$ cat src/rtl/vpt_pkg.sv
package vpt_pkg;

    // item modes
    localparam logic [1:0] MODE_START   = 2'd0;
    localparam logic [1:0] MODE_BYTE    = 2'd1;
    localparam logic [1:0] MODE_TIMEOUT = 2'd2;

    // result status codes
    localparam logic [2:0] STS_GOOD       = 3'd0;
    localparam logic [2:0] STS_BAD_HEADER = 3'd1;
    localparam logic [2:0] STS_BAD_ADDR   = 3'd2;
    localparam logic [2:0] STS_TOO_LONG   = 3'd3;
    localparam logic [2:0] STS_CHECKSUM   = 3'd4;
    localparam logic [2:0] STS_TIMEOUT    = 3'd5;

    // frame bytes and commands
    localparam logic [7:0] SYNC_FIRST  = 8'h55;
    localparam logic [7:0] SYNC_SECOND = 8'hAA;
    localparam logic [7:0] ADDR_BYTE   = 8'h11;
    localparam logic [7:0] CMD_INFO    = 8'h29;
    localparam logic [7:0] CMD_BLOCK   = 8'h2A;

    // configuration registers
    localparam int         CFG_INDEX_W = 2;
    localparam int         CFG_DATA_W  = 16;
    localparam logic [CFG_INDEX_W-1:0] CFG_MAX_LENGTH = 2'd0;
    localparam logic [CFG_INDEX_W-1:0] CFG_TRACK_A    = 2'd1;
    localparam logic [CFG_INDEX_W-1:0] CFG_TRACK_B    = 2'd2;
    localparam logic [7:0]  MAX_LENGTH_RST = 8'd30;
    localparam logic [15:0] TRACK_A_RST    = 16'd5;
    localparam logic [15:0] TRACK_B_RST    = 16'd6;

    // byte position counter saturates at its top value
    localparam int         POS_W   = 6;
    localparam logic [POS_W-1:0] POS_MAX = 6'd63;

    // packet bytes that are read back: command, count/x, y, id
    localparam int SLOT_CMD   = 0;
    localparam int SLOT_B5    = 1;
    localparam int SLOT_B6    = 2;
    localparam int SLOT_B7    = 3;
    localparam int SLOT_B8    = 4;
    localparam int SLOT_B13   = 5;
    localparam int SLOT_B14   = 6;
    localparam int CAP_SLOTS  = 7;
    localparam logic [POS_W-1:0] CAP_POS [CAP_SLOTS] =
        '{6'd4, 6'd5, 6'd6, 6'd7, 6'd8, 6'd13, 6'd14};

    typedef enum logic [5:0] {
        STEP_HUNT = 6'b000001,
        STEP_HDR2 = 6'b000010,
        STEP_ADDR = 6'b000100,
        STEP_LEN  = 6'b001000,
        STEP_BODY = 6'b010000,
        STEP_SUM  = 6'b100000
    } step_t;

    typedef enum logic [2:0] {
        PH_IDLE   = 3'b001,
        PH_INFO   = 3'b010,
        PH_BLOCKS = 3'b100
    } phase_t;

    typedef struct packed {
        logic [1:0] mode;
        logic [7:0] rx_byte;
    } in_item_t;

    typedef struct packed {
        logic [2:0]  status;
        logic [7:0]  command;
        logic        update_done;
        logic        update_ok;
        logic        found_a;
        logic [15:0] coord_x_a;
        logic [15:0] coord_y_a;
        logic        found_b;
        logic [15:0] coord_x_b;
        logic [15:0] coord_y_b;
    } out_item_t;

    // end of a packet as seen by the frame parser
    typedef struct packed {
        logic        done;
        logic [2:0]  status;
        logic [7:0]  cmd;
        logic [15:0] count;
        logic [15:0] x;
        logic [15:0] y;
        logic [15:0] id;
    } frame_evt_t;

endpackage

$ cat src/rtl/vpt_frame.sv
module vpt_frame #(
    parameter int CAPTURE_DEPTH = 16
) (
    input  logic              clk,
    input  logic              rst_n,
    input  logic              fire,
    input  logic [1:0]        mode,
    input  logic [7:0]        rx_byte,
    input  logic              active,
    input  logic [7:0]        max_length,
    output vpt_pkg::frame_evt_t evt
);
    import vpt_pkg::*;

    step_t            step_reg, step_next;
    logic [POS_W-1:0] pos_reg, pos_next;
    logic [7:0]       len_reg, len_next;
    logic [7:0]       sum_reg, sum_next;
    logic             keep;
    logic             clear;
    logic             evt_done;
    logic [2:0]       evt_status;
    logic [7:0]       cap_view [CAP_SLOTS];

    always_comb
    begin
        step_next  = step_reg;
        pos_next   = pos_reg;
        len_next   = len_reg;
        sum_next   = sum_reg;
        keep       = 1'b0;
        clear      = 1'b0;
        evt_done   = 1'b0;
        evt_status = STS_GOOD;
        if (fire)
        begin
            if (mode == MODE_START)
            begin
                clear = 1'b1;
            end
            else if (active && mode == MODE_TIMEOUT)
            begin
                clear      = 1'b1;
                evt_done   = 1'b1;
                evt_status = STS_TIMEOUT;
            end
            else if (active && mode == MODE_BYTE)
            begin
                unique case (step_reg)
                    STEP_HUNT:
                    begin
                        if (rx_byte == SYNC_FIRST)
                        begin
                            keep      = 1'b1;
                            step_next = STEP_HDR2;
                        end
                    end
                    STEP_HDR2:
                    begin
                        if (rx_byte != SYNC_SECOND)
                        begin
                            clear      = 1'b1;
                            evt_done   = 1'b1;
                            evt_status = STS_BAD_HEADER;
                        end
                        else
                        begin
                            keep      = 1'b1;
                            step_next = STEP_ADDR;
                        end
                    end
                    STEP_ADDR:
                    begin
                        if (rx_byte != ADDR_BYTE)
                        begin
                            clear      = 1'b1;
                            evt_done   = 1'b1;
                            evt_status = STS_BAD_ADDR;
                        end
                        else
                        begin
                            keep      = 1'b1;
                            step_next = STEP_LEN;
                        end
                    end
                    STEP_LEN:
                    begin
                        keep = 1'b1;
                        if (rx_byte > max_length)
                        begin
                            clear      = 1'b1;
                            evt_done   = 1'b1;
                            evt_status = STS_TOO_LONG;
                        end
                        else
                        begin
                            len_next  = rx_byte;
                            step_next = STEP_BODY;
                        end
                    end
                    STEP_BODY:
                    begin
                        keep = 1'b1;
                        if (len_reg == 8'd0)
                            step_next = STEP_SUM;
                        else
                            len_next = len_reg - 8'd1;
                    end
                    STEP_SUM:
                    begin
                        // checksum byte is kept even when it mismatches
                        keep       = 1'b1;
                        clear      = 1'b1;
                        evt_done   = 1'b1;
                        evt_status = (rx_byte != sum_reg) ? STS_CHECKSUM : STS_GOOD;
                    end
                    default:
                    begin
                        clear = 1'b1;
                    end
                endcase
            end
        end
        if (keep)
        begin
            if (pos_reg != POS_MAX)
                pos_next = pos_reg + 1'b1;
            sum_next = sum_reg + rx_byte;
        end
        if (clear)
        begin
            step_next = STEP_HUNT;
            pos_next  = '0;
            len_next  = '0;
            sum_next  = '0;
        end
    end

    always_ff @(posedge clk or negedge rst_n)
    begin
        if (!rst_n)
        begin
            step_reg <= STEP_HUNT;
            pos_reg  <= '0;
            len_reg  <= '0;
            sum_reg  <= '0;
        end
        else
        begin
            step_reg <= step_next;
            pos_reg  <= pos_next;
            len_reg  <= len_next;
            sum_reg  <= sum_next;
        end
    end

    // only the packet bytes that are read back are stored; the byte
    // written in this cycle is forwarded so the checksum byte counts
    for (genvar k = 0; k < CAP_SLOTS; k++)
    begin : g_cap
        if (CAP_POS[k] < CAPTURE_DEPTH)
        begin : g_kept
            logic [7:0] byte_reg;
            logic       wr;
            assign wr = keep && (pos_reg == CAP_POS[k]);
            always_ff @(posedge clk)
            begin
                if (wr)
                    byte_reg <= rx_byte;
            end
            assign cap_view[k] = wr ? rx_byte : byte_reg;
        end
        else
        begin : g_dropped
            assign cap_view[k] = 8'd0;
        end
    end

    assign evt.done   = evt_done;
    assign evt.status = evt_status;
    assign evt.cmd    = cap_view[SLOT_CMD];
    assign evt.count  = {cap_view[SLOT_B6], cap_view[SLOT_B5]};
    assign evt.x      = {cap_view[SLOT_B6], cap_view[SLOT_B5]};
    assign evt.y      = {cap_view[SLOT_B8], cap_view[SLOT_B7]};
    assign evt.id     = {cap_view[SLOT_B14], cap_view[SLOT_B13]};

endmodule

$ cat src/rtl/vpt_track.sv
module vpt_track (
    input  logic                clk,
    input  logic                rst_n,
    input  logic                fire,
    input  logic [1:0]          mode,
    input  vpt_pkg::frame_evt_t evt,
    input  logic [15:0]         track_id_a,
    input  logic [15:0]         track_id_b,
    output logic                active,
    output logic                res_valid,
    output vpt_pkg::out_item_t  res
);
    import vpt_pkg::*;

    phase_t      phase_reg, phase_next;
    logic [15:0] blocks_reg, blocks_next;
    logic        found_a_reg, found_a_next;
    logic        found_b_reg, found_b_next;
    logic [15:0] xa_reg, xa_next, ya_reg, ya_next;
    logic [15:0] xb_reg, xb_next, yb_reg, yb_next;
    logic        done;
    logic        ok;
    logic [7:0]  cmd;
    logic        first_bad;

    assign active = (phase_reg != PH_IDLE);

    always_comb
    begin
        phase_next   = phase_reg;
        blocks_next  = blocks_reg;
        found_a_next = found_a_reg;
        found_b_next = found_b_reg;
        xa_next      = xa_reg;
        ya_next      = ya_reg;
        xb_next      = xb_reg;
        yb_next      = yb_reg;
        res_valid    = 1'b0;
        done         = 1'b0;
        ok           = 1'b0;
        cmd          = 8'd0;
        first_bad    = 1'b0;
        if (fire && mode == MODE_START)
        begin
            found_a_next = 1'b0;
            found_b_next = 1'b0;
            phase_next   = PH_INFO;
        end
        else if (evt.done)
        begin
            res_valid = 1'b1;
            if (evt.status != STS_GOOD)
            begin
                done       = 1'b1;
                ok         = (phase_reg == PH_BLOCKS);
                phase_next = PH_IDLE;
            end
            else
            begin
                cmd = evt.cmd;
                if (phase_reg == PH_INFO)
                begin
                    if (evt.cmd != CMD_INFO)
                    begin
                        first_bad  = 1'b1;
                        done       = 1'b1;
                        phase_next = PH_IDLE;
                    end
                    else
                    begin
                        blocks_next = evt.count;
                        phase_next  = PH_BLOCKS;
                    end
                end
                else
                begin
                    blocks_next = blocks_reg - 16'd1;
                    if (evt.cmd == CMD_BLOCK)
                    begin
                        if (evt.id == track_id_a)
                        begin
                            found_a_next = 1'b1;
                            xa_next      = evt.x;
                            ya_next      = evt.y;
                        end
                        if (evt.id == track_id_b)
                        begin
                            found_b_next = 1'b1;
                            xb_next      = evt.x;
                            yb_next      = evt.y;
                        end
                    end
                end
                if (!first_bad && blocks_next == 16'd0)
                begin
                    done       = 1'b1;
                    ok         = 1'b1;
                    phase_next = PH_IDLE;
                end
            end
        end
    end

    always_comb
    begin
        res.status      = evt.status;
        res.command     = cmd;
        res.update_done = done;
        res.update_ok   = ok;
        res.found_a     = found_a_next;
        res.coord_x_a   = xa_next;
        res.coord_y_a   = ya_next;
        res.found_b     = found_b_next;
        res.coord_x_b   = xb_next;
        res.coord_y_b   = yb_next;
    end

    always_ff @(posedge clk or negedge rst_n)
    begin
        if (!rst_n)
        begin
            phase_reg   <= PH_IDLE;
            blocks_reg  <= '0;
            found_a_reg <= 1'b0;
            found_b_reg <= 1'b0;
            xa_reg      <= '0;
            ya_reg      <= '0;
            xb_reg      <= '0;
            yb_reg      <= '0;
        end
        else
        begin
            phase_reg   <= phase_next;
            blocks_reg  <= blocks_next;
            found_a_reg <= found_a_next;
            found_b_reg <= found_b_next;
            xa_reg      <= xa_next;
            ya_reg      <= ya_next;
            xb_reg      <= xb_next;
            yb_reg      <= yb_next;
        end
    end

endmodule

$ cat src/rtl/vision_packet_parser_tracker.sv
// Serial packet parser and object tracker. Each input request carries one
// event of a byte stream: start of an update, a received byte, or a byte
// wait that timed out. Packets (55 AA 11, length, length+1 command/data
// bytes, 8-bit additive checksum) are parsed; the first packet of an update
// must be an info packet giving a block count, and block packets whose id
// matches track_id_a or track_id_b update that slot's found flag and x/y.
// Every finished packet, bad packet or timeout inside an update returns one
// result request; starts, idle bytes and bytes before a header return none.
// Flow: an accepted request is held in the input register and handled by
// the parser and tracker once the result register is free or draining; its
// result (if any) is then loaded into the result register, which drives
// out_item. Throughput is one request per clock while results are taken;
// a held result stalls the input only once the input register
// is also full. Configuration writes are taken in any cycle (cfg_ready is
// always high) and should be done while no update is in flight.
module vision_packet_parser_tracker #(
    parameter int CAPTURE_DEPTH = 16
) (
    input  logic                                  clk,
    input  logic                                  rst_n,
    input  logic                                  in_valid,
    output logic                                  in_ready,
    input  vpt_pkg::in_item_t                     in_item,
    output logic                                  out_valid,
    input  logic                                  out_ready,
    output vpt_pkg::out_item_t                    out_item,
    input  logic                                  cfg_valid,
    output logic                                  cfg_ready,
    input  logic [vpt_pkg::CFG_INDEX_W-1:0]       cfg_index,
    input  logic [vpt_pkg::CFG_DATA_W-1:0]        cfg_data
);
    import vpt_pkg::*;

    // input register
    logic       hold_valid_reg;
    in_item_t   hold_item_reg;
    // result register
    logic       out_valid_reg;
    out_item_t  out_item_reg;
    // configuration
    logic [7:0]  max_length_reg;
    logic [15:0] track_a_reg;
    logic [15:0] track_b_reg;

    logic        step_fire;
    logic        active;
    logic        res_valid;
    out_item_t   res;
    frame_evt_t  evt;

    // the held request is processed once the result slot is free or draining
    assign step_fire = hold_valid_reg && (!out_valid_reg || out_ready);
    assign in_ready  = !hold_valid_reg || step_fire;
    assign cfg_ready = 1'b1;
    assign out_valid = out_valid_reg;
    assign out_item  = out_item_reg;

    always_ff @(posedge clk or negedge rst_n)
    begin
        if (!rst_n)
            hold_valid_reg <= 1'b0;
        else if (in_valid && in_ready)
            hold_valid_reg <= 1'b1;
        else if (step_fire)
            hold_valid_reg <= 1'b0;
    end

    always_ff @(posedge clk)
    begin
        if (in_valid && in_ready)
            hold_item_reg <= in_item;
    end

    always_ff @(posedge clk or negedge rst_n)
    begin
        if (!rst_n)
            out_valid_reg <= 1'b0;
        else if (step_fire && res_valid)
            out_valid_reg <= 1'b1;
        else if (out_ready)
            out_valid_reg <= 1'b0;
    end

    always_ff @(posedge clk)
    begin
        if (step_fire && res_valid)
            out_item_reg <= res;
    end

    // register writes; an index past the list is dropped
    always_ff @(posedge clk or negedge rst_n)
    begin
        if (!rst_n)
        begin
            max_length_reg <= MAX_LENGTH_RST;
            track_a_reg    <= TRACK_A_RST;
            track_b_reg    <= TRACK_B_RST;
        end
        else if (cfg_valid)
        begin
            unique case (cfg_index)
                CFG_MAX_LENGTH: max_length_reg <= cfg_data[7:0];
                CFG_TRACK_A:    track_a_reg    <= cfg_data;
                CFG_TRACK_B:    track_b_reg    <= cfg_data;
                default:        ;
            endcase
        end
    end

    // byte-level framing, length check, checksum and byte capture
    vpt_frame #(
        .CAPTURE_DEPTH(CAPTURE_DEPTH)
    ) u_frame (
        .clk       (clk),
        .rst_n     (rst_n),
        .fire      (step_fire),
        .mode      (hold_item_reg.mode),
        .rx_byte   (hold_item_reg.rx_byte),
        .active    (active),
        .max_length(max_length_reg),
        .evt       (evt)
    );

    // update sequencing, block count and tracked object slots
    vpt_track u_track (
        .clk       (clk),
        .rst_n     (rst_n),
        .fire      (step_fire),
        .mode      (hold_item_reg.mode),
        .evt       (evt),
        .track_id_a(track_a_reg),
        .track_id_b(track_b_reg),
        .active    (active),
        .res_valid (res_valid),
        .res       (res)
    );

endmodule

$ cat config.mk
export PLATFORM = sky130hd
export DESIGN_NAME = vision_packet_parser_tracker
export DESIGN_NICKNAME = d
export VERILOG_FILES = /design/src/rtl/vpt_pkg.sv /design/src/rtl/vpt_frame.sv /design/src/rtl/vpt_track.sv /design/src/rtl/vision_packet_parser_tracker.sv
export SDC_FILE = /design/constraint.sdc
export NUM_CORES = 1
export LEC_CHECK = 0
export ABC_CLOCK_PERIOD_IN_PS = 6780
export CAP_MARGIN = 30
export CORE_UTILIZATION = 35
export CTS_CLUSTER_SIZE = 12
export DETAILED_ROUTE_END_ITERATION = 6
export DONT_BUFFER_PORTS = 1
export GPL_TIMING_DRIVEN = 0
export REMOVE_ABC_BUFFERS = 1
export SLEW_MARGIN = 20
export SYNTH_ARGS = -nofsm -noshare
export SYNTH_HDL_FRONTEND = slang
export SYNTH_HIERARCHICAL = 1
export SYNTH_SLANG_ARGS = --single-unit
$ cat constraint.sdc
create_clock -name clk -period 6.78 [get_ports clk]
set_input_delay 1.356 -clock clk [delete_from_list [all_inputs] [get_ports clk]]
set_output_delay 1.356 -clock clk [all_outputs]
set_load 0.02 [all_outputs]
==> flow_summary.toml <==
[run_status]
status = "finished clean"

[floorplan]
rows = 71
start_util_pct = 35.5
design.die.area_um2 = 39000
ioPinCount = 115
fp.dieH_um = 198
fp.coreArea_um2 = 37700
die_x_um = 198

[clock_tree]
post_cts_resized = 0
cts.sinks = 300
cts_buffers = 35
clockRootBuffer = "clkbuf_16"
cts_tree = "done"
holdBufCountCts = 0
postCtsSetupBuffers = 0
clk-insertion-delay-late_ns = 0.51
htree_levels = 2
cts_buffer_depth = 3
clkTransAtPathRegs_ns = 0.06

[placed_design]
gp_congestion = 0.865
dp_cells = 1501
place_ws_ns = 0.589
hpwlAfterDp_um = 20300
io_buffers = 0

[timing]
clock.fmax_ghz = 0.175
clock_skew_ns = 0.0115
slew_headroom_pct = 37.0
setup-violations-final = 0
period_share_pct = 84.4
finalMaxSlewViolations = 0
fin_ws_ns = 1.06
tightest_slew_ns = 0.939
hold_viol_final = 0
finalSetupTns_ns = 0
holdWs_ns = 0.482
rsz0062_at_grt = "no"
fin_crit_ns = 5.72

[synthesis]
ys_ff_latch = 300
synth.most_common_cell = "mux2_2"
synth_largest_area_cell = "dfrtp_1"
synthTopCellsByArea = "dfrtp_1, edfxtp_1, mux2_2"
syn_area_um2 = 13400
synth-main-ff-cell = "dfrtp_1"
synth.yosys.seq_area_share_pct = 57.4
yosys_warnings = 6
yosys-top-cells-count = "mux2_2, dfrtp_1, edfxtp_1"
synth_cells = 1048
avgSynthCellArea_um2 = 12.8
synth_enable_flop_cells = 89
async_reset_ff_share_pct = 51.7
synth.top_cell.area_share_pct = 27.1
synth_cell_type_count = 87

[drt]
dr.pass1.iters = 5
drt-total-wl_um = 31200
avgRoutedWirePerCell_um = 19.9
antenna_left = 0
drt_first_iter_violations = 513
drcViolationCount = 0
via_per_inst = 5.24
vias = 8203

[layout]
fin_nets = 1083
final_cells = 1566
largest_reg_flops = 79
layout-drive-gt1-share_pct = 25.0
syn2layout_area_growth_pct = 11.6
final_util_pct = 39.7
fillers = 3606

[setup_path]
reg2regPathDepth = 13
critPathMaxStageDelay_ns = 0.73
path_max_fanout = 15
cp-end-kind = "register"
cp.arrival_ns = 5.94
cp.required_ns = 7.00
crit_slowest_cell = "nor3_2"
cp_num_buf_inv = 1
crit_chain = "nand2b_1, and2_1, inv_1, or3_1, a21oi_4, nand4_2, mux2_2, or4b_4, nor3_2, nor3_1, a211oi_1, nor2_1, nand4_1, a31oi_1"
critPathKind = "input pin to register"
path_depth = 14
startpoint_type = "input pin"
critPathTopFamily = "simple AND/OR/NAND/NOR gates"

[global_routing]
grt_usage_pct = 16.3
grt_pass1_wl_um = 49100
grt_max_degree = 156
antenna_found_initial = 0
grt_pass1_vias = 8265
overflow = 0

[hold_path]
worstHoldPathType = "register to register"
hold_depth = 1

[power]
powerDensity_nw_per_um2 = 310
ir_drop_v = 0.000140
p_leak_uw = 0.00618

[job]
cap_violations = 0
## cells in the final DEF, fill, tap and decap left out, types with 35 or more instances in the layout
cell,n
mux2_2,161
a21oi_1,41
nand2_1,54
clkbuf_16,36
dfxtp_1,56
nor2_1,36
nor3_1,35
xnor2_1,36
dfrtp_1,145
edfxtp_1,89
## metrics by stage
step | power (µW) | cell area [µm²]
after CTS | 4680 | 14900
after global routing | 4860 | 14900
final | 4640 | 14900
after detailed placement | 2820 | 13800
after floorplan | 2630 | 13000
after global placement | 2800 | 13600
## layer usage
| metal | vias up | part of all wire [%] | GRT usage [%] |
|---|---|---|---|
| met5 | - | 0 | 0 |
| met4 | 0 | 1.7 | 4.28 |
| met3 | 34 | 5.6 | 3.47 |
| met2 | 195 | 46 | 25.8 |
| met1 | 4166 | 47 | 22.6 |
| li1 | 3808 | - | - |
## cell families (layout without fill, tap and decap cells)
logic type                 after synthesis  in the layout  synth area share [%]
other                                    1              2                0.0280
buffers and inverters                   89             95                  3.60
AOI/OAI and AO/OA                      150            150                  7.52
and+or+nand+nor                        271            271                  12.1
xor gates and xnor gates                40             40                  2.62
muxes                                  173            173                  14.4
adders and majority gates               24             24                  2.28
DFF                                    300            300                  57.4
## report_power, final
| group | switching (µW) | leakage, µW | total [µW] | internal, µW |
|---|---|---|---|---|
| sequential | 128 | 0.00342 | 2090 | 1960 |
| clock | 728 | 0.000555 | 1840 | 1110 |
| combinational | 413 | 0.00221 | 712 | 298 |
| total | 1270 | 0.00618 | 4640 | 3370 |
## path summary, 6_finish.rpt
check / endpoint / start / slack, ns
setup / recovery: out_item[67]$_DFFE_PP_ / out_ready / 1.06
max in group asynchronous: u_frame/step_reg[0]$_DFFE_PN1P_ / rst_n / 5.91
setup reg to reg: out_item[67]$_DFFE_PP_ / hold_item_reg[4]$_DFFE_PP_ / 1.07
hold / removal: u_frame/g_cap[4].g_kept.byte_reg[2]$_DFF_P_ / u_frame/g_cap[4].g_kept.byte_reg[2]$_DFF_P_ / 0.48
hold reg to reg: u_frame/g_cap[4].g_kept.byte_reg[2]$_DFF_P_ / u_frame/g_cap[4].g_kept.byte_reg[2]$_DFF_P_ / 0.48
min in group asynchronous: u_track/yb_reg[7]$_DFF_PN0_ / rst_n / 0.54
## final cells by class
cell class                      count  area, µm²  share of cell area [%]
Clock inverter                     13        124                   0.829
Inverter                           24       90.1                   0.603
Timing Repair Buffer                7        138                   0.921
Clock buffer                       51       1010                    6.74
Antenna cell                        1       2.50                  0.0167
Multi-Input combinational cell    659       5260                    35.2
Sequential cell                   300       7680                    51.4
Tap cell                          511        639                    4.28
(Power assumes the default switching activity.)
